$ cat config.mk
export PLATFORM = sky130hd
export DESIGN_NAME = decimal_font_column_streamer_core_flat
export DESIGN_NICKNAME = d
export VERILOG_FILES = /design/src/hdl/dfc_pkg.sv /design/src/hdl/dfc_in_if.sv /design/src/hdl/dfc_out_if.sv /design/src/hdl/dfc_conv.sv /design/src/hdl/decimal_font_column_streamer_core.sv /design/src/flat_wrapper.sv
export SDC_FILE = /design/constraint.sdc
export NUM_CORES = 1
export LEC_CHECK = 0
export BUFFER_PORTS_ARGS = -buffer_cell sky130_fd_sc_hd__buf_2
export CAP_MARGIN = 20
export CORE_MARGIN = 2
export CORE_UTILIZATION = 60
export CTS_CLUSTER_SIZE = 10
export DETAILED_ROUTE_END_ITERATION = 12
export PLACE_DENSITY = 0.78
export SYNTH_ARGS = -nofsm -noshare
export SYNTH_HDL_FRONTEND = slang
export SYNTH_SLANG_ARGS = --single-unit
$ cat constraint.sdc
create_clock -name clk_i -period 12.9 [get_ports clk_i]
set_input_delay 1.29 -clock clk_i [delete_from_list [all_inputs] [get_ports clk_i]]
set_output_delay 1.29 -clock clk_i [all_outputs]
set_load 0.02 [all_outputs]
$ cat src/hdl/dfc_pkg.sv
// Shared constants, types and the digit font table for the decimal font column streamer.
package dfc_pkg;

  // Display geometry
  localparam int unsigned NUM_DIGITS    = 4;
  localparam int unsigned GLYPH_COLUMNS = 5;

  // Field widths
  localparam int unsigned VALUE_W = 14;
  localparam int unsigned COLS_W  = 7;
  localparam int unsigned POS_W   = 2;
  localparam int unsigned CIDX_W  = 3;
  localparam int unsigned DIGIT_W = 4;

  // Counter width for a digit index, at least one bit
  localparam int unsigned DIG_IDX_W = (NUM_DIGITS > 1) ? $clog2(NUM_DIGITS) : 1;

  // Divide by ten as multiply by reciprocal: exact for every 14-bit value
  localparam int unsigned DIV10_MULT  = 6554;
  localparam int unsigned DIV10_MW    = 13;
  localparam int unsigned DIV10_SHIFT = 16;
  localparam int unsigned PROD_W      = VALUE_W + DIV10_MW;
  localparam int unsigned QUO_W       = PROD_W - DIV10_SHIFT;

  localparam int unsigned FONT_DIGITS = 10;

  typedef logic [NUM_DIGITS-1:0][DIGIT_W-1:0] digits_t;

  // Finished conversion handed from the converter to the column streamer
  typedef struct packed {
    logic    valid;
    digits_t digits;
  } hand_t;

  typedef enum logic [1:0] {
    CONV_IDLE,
    CONV_RUN,
    CONV_HOLD
  } conv_state_e;

  // 5x7 glyphs for 0..9, bit 0 is the top row
  localparam logic [COLS_W-1:0] FONT_ROM [FONT_DIGITS][GLYPH_COLUMNS] = '{
    '{7'h3E, 7'h51, 7'h49, 7'h45, 7'h3E},
    '{7'h00, 7'h42, 7'h7F, 7'h40, 7'h00},
    '{7'h42, 7'h61, 7'h51, 7'h49, 7'h46},
    '{7'h21, 7'h41, 7'h45, 7'h4B, 7'h31},
    '{7'h18, 7'h14, 7'h12, 7'h7F, 7'h10},
    '{7'h27, 7'h45, 7'h45, 7'h45, 7'h39},
    '{7'h3C, 7'h4A, 7'h49, 7'h49, 7'h30},
    '{7'h01, 7'h71, 7'h09, 7'h05, 7'h03},
    '{7'h36, 7'h49, 7'h49, 7'h49, 7'h36},
    '{7'h06, 7'h49, 7'h49, 7'h29, 7'h1E}
  };

  // Look up one glyph column; codes outside the table read as blank
  function automatic logic [COLS_W-1:0] font_col(input logic [DIGIT_W-1:0] digit,
                                                 input logic [CIDX_W-1:0]  col);
    logic [COLS_W-1:0] bits;
    bits = '0;
    if (digit < DIGIT_W'(FONT_DIGITS) && col < CIDX_W'(GLYPH_COLUMNS)) begin
      bits = FONT_ROM[digit][col];
    end
    return bits;
  endfunction

endpackage

$ cat src/hdl/dfc_in_if.sv
// Input channel: one value to display per transfer.
interface dfc_in_if;
  logic                            valid;
  logic                            ready;
  logic [dfc_pkg::VALUE_W-1:0]     value;

  modport source (output valid, output value, input ready);
  modport sink (input valid, input value, output ready);
endinterface

$ cat src/hdl/dfc_out_if.sv
// Output channel: one font column per transfer.
interface dfc_out_if;
  logic                            valid;
  logic                            ready;
  logic [dfc_pkg::COLS_W-1:0]      column_bits;
  logic [dfc_pkg::POS_W-1:0]       digit_position;
  logic [dfc_pkg::CIDX_W-1:0]      column_index;
  logic                            last;

  modport source (output valid, output column_bits, output digit_position,
                  output column_index, output last, input ready);
  modport sink (input valid, input column_bits, input digit_position,
                input column_index, input last, output ready);
endinterface

$ cat src/hdl/dfc_conv.sv
// Binary to decimal converter: one digit per cycle, least significant first.
module dfc_conv (
  input  logic                         clk_i,
  input  logic                         rst_ni,
  input  logic                         in_valid_i,
  input  logic [dfc_pkg::VALUE_W-1:0]  in_value_i,
  output logic                         in_ready_o,
  input  logic                         take_i,
  output dfc_pkg::hand_t               hand_o
);

  dfc_pkg::conv_state_e             state_q, state_d;
  logic [dfc_pkg::DIG_IDX_W-1:0]    cnt_q, cnt_d;
  logic [dfc_pkg::VALUE_W-1:0]      val_q, val_d;
  dfc_pkg::digits_t                 digits_q;
  logic [dfc_pkg::PROD_W-1:0]       prod;
  logic [dfc_pkg::QUO_W-1:0]        quo;
  logic [dfc_pkg::VALUE_W-1:0]      rem_full;
  logic                             step;

  // Quotient and remainder of the working value by ten
  assign prod     = dfc_pkg::PROD_W'(val_q) * dfc_pkg::PROD_W'(dfc_pkg::DIV10_MULT);
  assign quo      = prod[dfc_pkg::PROD_W-1:dfc_pkg::DIV10_SHIFT];
  assign rem_full = val_q - (dfc_pkg::VALUE_W'(quo) * dfc_pkg::VALUE_W'(10));

  // Next state and handshake
  always_comb begin
    state_d    = state_q;
    cnt_d      = cnt_q;
    val_d      = val_q;
    in_ready_o = 1'b0;
    step       = 1'b0;
    case (state_q)
      dfc_pkg::CONV_IDLE: begin
        in_ready_o = 1'b1;
        if (in_valid_i) begin
          val_d   = in_value_i;
          cnt_d   = dfc_pkg::DIG_IDX_W'(dfc_pkg::NUM_DIGITS - 1);
          state_d = dfc_pkg::CONV_RUN;
        end
      end
      dfc_pkg::CONV_RUN: begin
        step  = 1'b1;
        val_d = dfc_pkg::VALUE_W'(quo);
        if (cnt_q == '0) begin
          state_d = dfc_pkg::CONV_HOLD;
        end else begin
          cnt_d = cnt_q - 1'b1;
        end
      end
      dfc_pkg::CONV_HOLD: begin
        if (take_i) begin
          state_d = dfc_pkg::CONV_IDLE;
        end
      end
      default: begin
        state_d = dfc_pkg::CONV_IDLE;
      end
    endcase
  end

  // Hold the state register
  always_ff @(posedge clk_i or negedge rst_ni) begin
    if (!rst_ni) begin
      state_q <= dfc_pkg::CONV_IDLE;
    end else begin
      state_q <= state_d;
    end
  end

  // Advance the working value and store each digit
  always_ff @(posedge clk_i) begin
    cnt_q <= cnt_d;
    val_q <= val_d;
    if (step) begin
      digits_q[cnt_q] <= rem_full[dfc_pkg::DIGIT_W-1:0];
    end
  end

  assign hand_o.valid  = (state_q == dfc_pkg::CONV_HOLD);
  assign hand_o.digits = digits_q;

  // Remainder of a divide by ten is a decimal digit
  a_rem_digit: assert property (@(posedge clk_i) disable iff (!rst_ni)
    step |-> rem_full < dfc_pkg::VALUE_W'(10))
    else $error("converter remainder out of range");

  // Last digit step ends in hold
  a_run_done: assert property (@(posedge clk_i) disable iff (!rst_ni)
    (state_q == dfc_pkg::CONV_RUN && cnt_q == '0) |=> state_q == dfc_pkg::CONV_HOLD)
    else $error("converter did not finish after last digit");

  // Offered digits stay put until taken
  a_hold_stable: assert property (@(posedge clk_i) disable iff (!rst_ni)
    (hand_o.valid && !take_i) |=> hand_o.valid && $stable(digits_q))
    else $error("converter result changed before handoff");

endmodule

$ cat src/hdl/decimal_font_column_streamer_core.sv
// Top level: decimal conversion followed by font column streaming from a registered ROM.
//
//  Channel | Dir | Handshake    | Payload
//  in_i    | in  | valid/ready  | value[13:0]
//  out_o   | out | valid/ready  | column_bits[6:0], digit_position[1:0], column_index[2:0], last
//
// Each value yields NUM_DIGITS*GLYPH_COLUMNS = 20 column transfers, one per cycle unless out_o
// stalls; the font ROM read port, one column a cycle, sets that rate. The converter works on
// the next value while columns stream, and its result is loaded as the last column is read.
// When idle, the first column follows the input transfer through conversion, load and ROM read.
// Reset (rst_ni low, asynchronous) empties converter and streamer; no clearing pass.
// A stall on out_o holds the current column; the ROM reads again only once it is taken.
module decimal_font_column_streamer_core (
  input  logic           clk_i,
  input  logic           rst_ni,
  dfc_in_if.sink         in_i,
  dfc_out_if.source      out_o
);

  dfc_pkg::hand_t                   hand;
  dfc_pkg::digits_t                 digits_q;
  logic [dfc_pkg::DIG_IDX_W-1:0]    dpos_q;
  logic [dfc_pkg::CIDX_W-1:0]       col_q;
  logic                             active_q;
  logic                             out_valid_q;
  logic [dfc_pkg::COLS_W-1:0]       col_bits_q;
  logic [dfc_pkg::POS_W-1:0]        pos_q;
  logic [dfc_pkg::CIDX_W-1:0]       cidx_q;
  logic                             last_q;
  logic [dfc_pkg::DIG_IDX_W+1:0]    dpos_ext;
  logic                             at_last;
  logic                             col_end;
  logic                             rd_en;
  logic                             load;

  dfc_conv u_conv (
    .clk_i      (clk_i),
    .rst_ni     (rst_ni),
    .in_valid_i (in_i.valid),
    .in_value_i (in_i.value),
    .in_ready_o (in_i.ready),
    .take_i     (load),
    .hand_o     (hand)
  );

  // Sequencing of the column reads
  assign col_end  = (col_q == dfc_pkg::CIDX_W'(dfc_pkg::GLYPH_COLUMNS - 1));
  assign at_last  = col_end && (dpos_q == dfc_pkg::DIG_IDX_W'(dfc_pkg::NUM_DIGITS - 1));
  assign rd_en    = active_q && (!out_valid_q || out_o.ready);
  assign load     = hand.valid && (!active_q || (rd_en && at_last));
  assign dpos_ext = {2'b00, dpos_q};

  // Advance through digits and columns
  always_ff @(posedge clk_i or negedge rst_ni) begin
    if (!rst_ni) begin
      active_q <= 1'b0;
      dpos_q   <= '0;
      col_q    <= '0;
    end else if (load) begin
      active_q <= 1'b1;
      dpos_q   <= '0;
      col_q    <= '0;
    end else if (rd_en) begin
      if (at_last) begin
        active_q <= 1'b0;
      end else if (col_end) begin
        col_q  <= '0;
        dpos_q <= dpos_q + 1'b1;
      end else begin
        col_q <= col_q + 1'b1;
      end
    end
  end

  // Latch the digits of the run being streamed
  always_ff @(posedge clk_i) begin
    if (load) begin
      digits_q <= hand.digits;
    end
  end

  // Output valid: set by a ROM read, dropped once transferred
  always_ff @(posedge clk_i or negedge rst_ni) begin
    if (!rst_ni) begin
      out_valid_q <= 1'b0;
    end else if (rd_en) begin
      out_valid_q <= 1'b1;
    end else if (out_o.ready) begin
      out_valid_q <= 1'b0;
    end
  end

  // Font ROM with registered read data and matching column tags
  always_ff @(posedge clk_i) begin
    if (rd_en) begin
      col_bits_q <= dfc_pkg::font_col(digits_q[dpos_q], col_q);
      pos_q      <= dpos_ext[dfc_pkg::POS_W-1:0];
      cidx_q     <= col_q;
      last_q     <= at_last;
    end
  end

  assign out_o.valid          = out_valid_q;
  assign out_o.column_bits    = col_bits_q;
  assign out_o.digit_position = pos_q;
  assign out_o.column_index   = cidx_q;
  assign out_o.last           = last_q;

  // A ROM read always lands in the output register
  a_read_lands: assert property (@(posedge clk_i) disable iff (!rst_ni)
    rd_en |=> out_valid_q)
    else $error("ROM read lost");

  // A new run starts at the first column of the first digit
  a_load_start: assert property (@(posedge clk_i) disable iff (!rst_ni)
    load |=> active_q && dpos_q == '0 && col_q == '0)
    else $error("run did not start at first column");

  // Position holds while the output is stalled
  a_stall_hold: assert property (@(posedge clk_i) disable iff (!rst_ni)
    (active_q && !rd_en && !load) |=> $stable(dpos_q) && $stable(col_q))
    else $error("column position moved during stall");

  // The final column of a run carries the last flag on its transfer
  a_last_tag: assert property (@(posedge clk_i) disable iff (!rst_ni)
    (rd_en && at_last) |=> last_q)
    else $error("final column not marked last");

endmodule
$ cat src/flat_wrapper.sv
// flat-port wrapper written by rule: the top's interface ports become plain ports
module decimal_font_column_streamer_core_flat 
  (clk_i, rst_ni, in_i_valid, in_i_value, in_i_ready, out_o_valid, out_o_column_bits, out_o_digit_position, out_o_column_index, out_o_last, out_o_ready);
  dfc_in_if in_i_i ();
  dfc_out_if out_o_i ();
  input  logic clk_i;
  input  logic rst_ni;
  input wire logic [$bits(in_i_i.valid)-1:0] in_i_valid;
  input wire logic [$bits(in_i_i.value)-1:0] in_i_value;
  output wire logic [$bits(in_i_i.ready)-1:0] in_i_ready;
  output wire logic [$bits(out_o_i.valid)-1:0] out_o_valid;
  output wire logic [$bits(out_o_i.column_bits)-1:0] out_o_column_bits;
  output wire logic [$bits(out_o_i.digit_position)-1:0] out_o_digit_position;
  output wire logic [$bits(out_o_i.column_index)-1:0] out_o_column_index;
  output wire logic [$bits(out_o_i.last)-1:0] out_o_last;
  input wire logic [$bits(out_o_i.ready)-1:0] out_o_ready;
  assign in_i_i.valid = in_i_valid;
  assign in_i_i.value = in_i_value;
  assign in_i_ready = in_i_i.ready;
  assign out_o_valid = out_o_i.valid;
  assign out_o_column_bits = out_o_i.column_bits;
  assign out_o_digit_position = out_o_i.digit_position;
  assign out_o_column_index = out_o_i.column_index;
  assign out_o_last = out_o_i.last;
  assign out_o_i.ready = out_o_ready;
  decimal_font_column_streamer_core u_core (.clk_i(clk_i), .rst_ni(rst_ni), .in_i(in_i_i), .out_o(out_o_i));
endmodule
==> flow_summary.yaml <==
sta:
  slew_viol_final: 0
  setup_ws_ps: 6800
  tightest_slew_ps: 944
  finalSetupTns_ps: 0
  skew_ps: 13.2
  rsz0062_at_grt: "false"
  period_needed_ps: 6100
  setup_viol: 0
  period_share: 0.473
  relSlewSlack: 0.371
  finalHoldViolCount: 0
  fmax_mhz: 164
worst_setup_path:
  startpoint_type: "register"
  slowest_stage: "a221oi_1"
  crit_path_max_fanout: 7
  crit_required_ps: 13050
  worst_setup_path_end_kind: "register"
  worstSetupPathType: "reg2reg"
  cp.arrival_ps: 6260
  cp_slowest_stage_delay_ps: 840
  crit_chain: "ha_1 > xor2_1 > ha_1 > a21o_1 > fa_1 > fa_1 > inv_1 > fa_1 > inv_1 > ha_1 > a21oi_1 > o211ai_1 > a221oi_1 > xnor2_1 > ha_1 > inv_1 > fa_1 > xnor2_1 > xnor2_1"
clock_tree:
  cts.repair.resized: 0
  cts-root-buf: "clkbuf_8"
  h-tree-depth: 3
  cts_buffers: 9
  cts_tree: "yes"
  clk_latency_ps: 360
  cts.repair_timing.setup_buffer_count: 0
  cts.path.max_buffers: 2
  cts_hold_buf: 0
  clock-sinks: 70
  clk_pin_slew_worst_paths_ps: 90
logic_synthesis:
  synthCells: 626
  synth_compound_area_frac: 0.108
  synth.avg_cell_area_um2: 10.6
  ys_warn_count: 0
  synth-simple-area-share: 0.0922
  ys_ff_latch: 70
  synth_mux_area_frac: 0.0301
  synth-edff-count: 61
  synth_adder_area_share: 0.358
  synthDistinctLibCells: 60
  synth_fp_nets: 805
  netlist_area_um2: 6620
  synth_ff_type: "edfxtp_1"
  yosysSeqAreaShare: 0.311
  synth_top_family_by_area: "adder cells"
  synth-xor-area-share: 0.0185
  synthArstFlopShare: 0.129
global_route:
  grtUsageTotal: 0.250
  grt_max_degree: 28
  grt_pass1_vias: 4845
  antenna_found_initial: 0
  grt_pass1_wl_mm: 22.8
  grt_overflow: 0
finish:
  area_delta_synth_final_pct: 6.58
  final_util: 0.654
  fin_nets: 834
  final_area_um2: 7050
  seq_area_um2: 2060
  multi_input_area_um2: 4010
  diodes: 0
  mostFrequentLayoutCells: "inv_1, ha_1, edfxtp_1, fa_1, nand2_1"
  drive_gt1_frac: 0.0955
  n_fill_cell: 829
outcome:
  status: "finished, final reports clean"
flow_run:
  maxCapViolations: 0
floorplan:
  io_pins: 33
  start_util: 0.613
  dieArea_um2: 11900
  die_y_um: 109
  coreArea_um2: 10800
  chipWidth_um: 109
  rows: 38
placed_design:
  dp_slack_ps: 6910
  placed_cell_area_um2: 6870
  io_buffers: 32
  gp_congestion: 0.952
  place_hpwl_mm: 10.8
route:
  vias_per_cell: 5.82
  wl_per_cell_um: 16.7
  drt_iter0_drc: 376
  drt_first_pass_iters: 5
  num_vias: 4656
  drt_wl_total_mm: 13.4
  drc_errors: 0
  ant_nets: 0
min_path:
  hold_path.class: "reg2reg"
==> area by class of cell <==
class	instances	share of cell area
Sequential cell	70	0.292
Inverter	114	0.0607
Multi-Input combinational cell	424	0.569
Tap cell	140	0.0248
Timing Repair Buffer	36	0.0275
Clock buffer	9	0.0176
Clock inverter	7	0.00922
==> Yosys cell counts, types with 2 or more instances <==
library cell    n  area share
nor4_1          2      0.0019
xnor2_1         9       0.012
inv_1         114       0.065
o21bai_1        2      0.0023
buf_6           5      0.0085
xor2_1          5      0.0066
or3_1           2      0.0019
clkbuf_1        8      0.0045
nor2b_1         2      0.0019
a21oi_1        27       0.020
nand2b_1        9      0.0085
mux2i_1        12       0.018
a211oi_1        3      0.0034
and2_1          9      0.0085
ha_1          114        0.22
a221o_1         4      0.0060
or4_1           2      0.0023
nor2_1         31       0.018
nand3_1        12      0.0091
a32oi_1         3      0.0040
o21ai_0        19       0.014
o21a_1          3      0.0034
nand4_1         4      0.0038
o2111ai_1       2      0.0026
a31oi_1         8      0.0076
a2111oi_0       2      0.0026
o31ai_1         4      0.0045
a221oi_1        3      0.0040
fa_1           47        0.14
o22ai_1         5      0.0047
o211ai_1        4      0.0045
mux4_2          3       0.010
nor3_1          7      0.0053
edfxtp_1       61        0.28
nand2_1        37       0.021
a21o_1          8      0.0091
buf_2           3      0.0023
dfrtp_1         9       0.034
==> routing by layer <==
metal	global-route usage	vias to the layer above	wire length [um]
met5	0	-	0
met4	0.0733	0	228
met3	0.0568	23	812
met2	0.408	158	6440
met1	0.336	2246	5880
li1	-	2229	-
==> registers in the layout, summed over array words and instances, names as in the netlist, 2 cells and up <==
| signal | cells |
|---|---|
| u_core.out_o.digit_position | 2 |
| u_core.dpos_q | 2 |
| u_core.out_o.column_bits | 7 |
| u_core.u_conv.val_q | 14 |
| u_core.u_conv.state_q | 2 |
| u_core.u_conv.cnt_q | 2 |
| u_core.col_q | 3 |
| u_core.digits_q | 16 |
| u_core.u_conv.hand_o | 16 |
| u_core.out_o.column_index | 3 |
==> stage by stage <==
stage | hold WS, ps | instances
2_1_floorplan | 400 | 626
3_3_place_gp | 403 | 783
3_5_place_dp | 405 | 784
4_1_cts | 420 | 800
5_1_grt | 430 | 800
6_report | 420 | 800
==> cells by family (layout without fill, tap and decap cells) <==
| kind of cell | after synthesis | in the layout |
|---|---|---|
| fa+ha+maj | 161 | 161 |
| buf+inv | 132 | 166 |
| simple gates | 126 | 126 |
| compound gates | 107 | 107 |
| flops | 70 | 70 |
| mux | 16 | 16 |
| xor+xnor | 14 | 14 |
==> critical path: cells and delay by family (launching register included) <==
kind	cells	cell delay (ps)
adders and majority gates	8	3060
AOI/OAI and AO/OA	4	1320
xor gates and xnor gates	4	830
DFF	1	540
buffers and inverters	3	140
==> worst paths after layout <==
kind                                               start                  endpoint  slack, ps  depth (start not counted)
worst min-delay path            u_core.u_conv.hand_o[13]       u_core.digits_q[13]        420                          0
worst min register to register  u_core.u_conv.hand_o[13]       u_core.digits_q[13]        420                          0
min in group asynchronous                         rst_ni          u_core.dpos_q[0]        780                          1
worst max-delay path              u_core.u_conv.val_q[2]  u_core.u_conv.hand_o[11]       6800                         19
max in group asynchronous                         rst_ni          u_core.dpos_q[1]      11910                          1
worst max register to register    u_core.u_conv.val_q[2]  u_core.u_conv.hand_o[11]       6800                         19
Power is left out: the tool's default activity adds up to more than one toggle a clock period on the data nets, which glitch-free logic cannot reach.
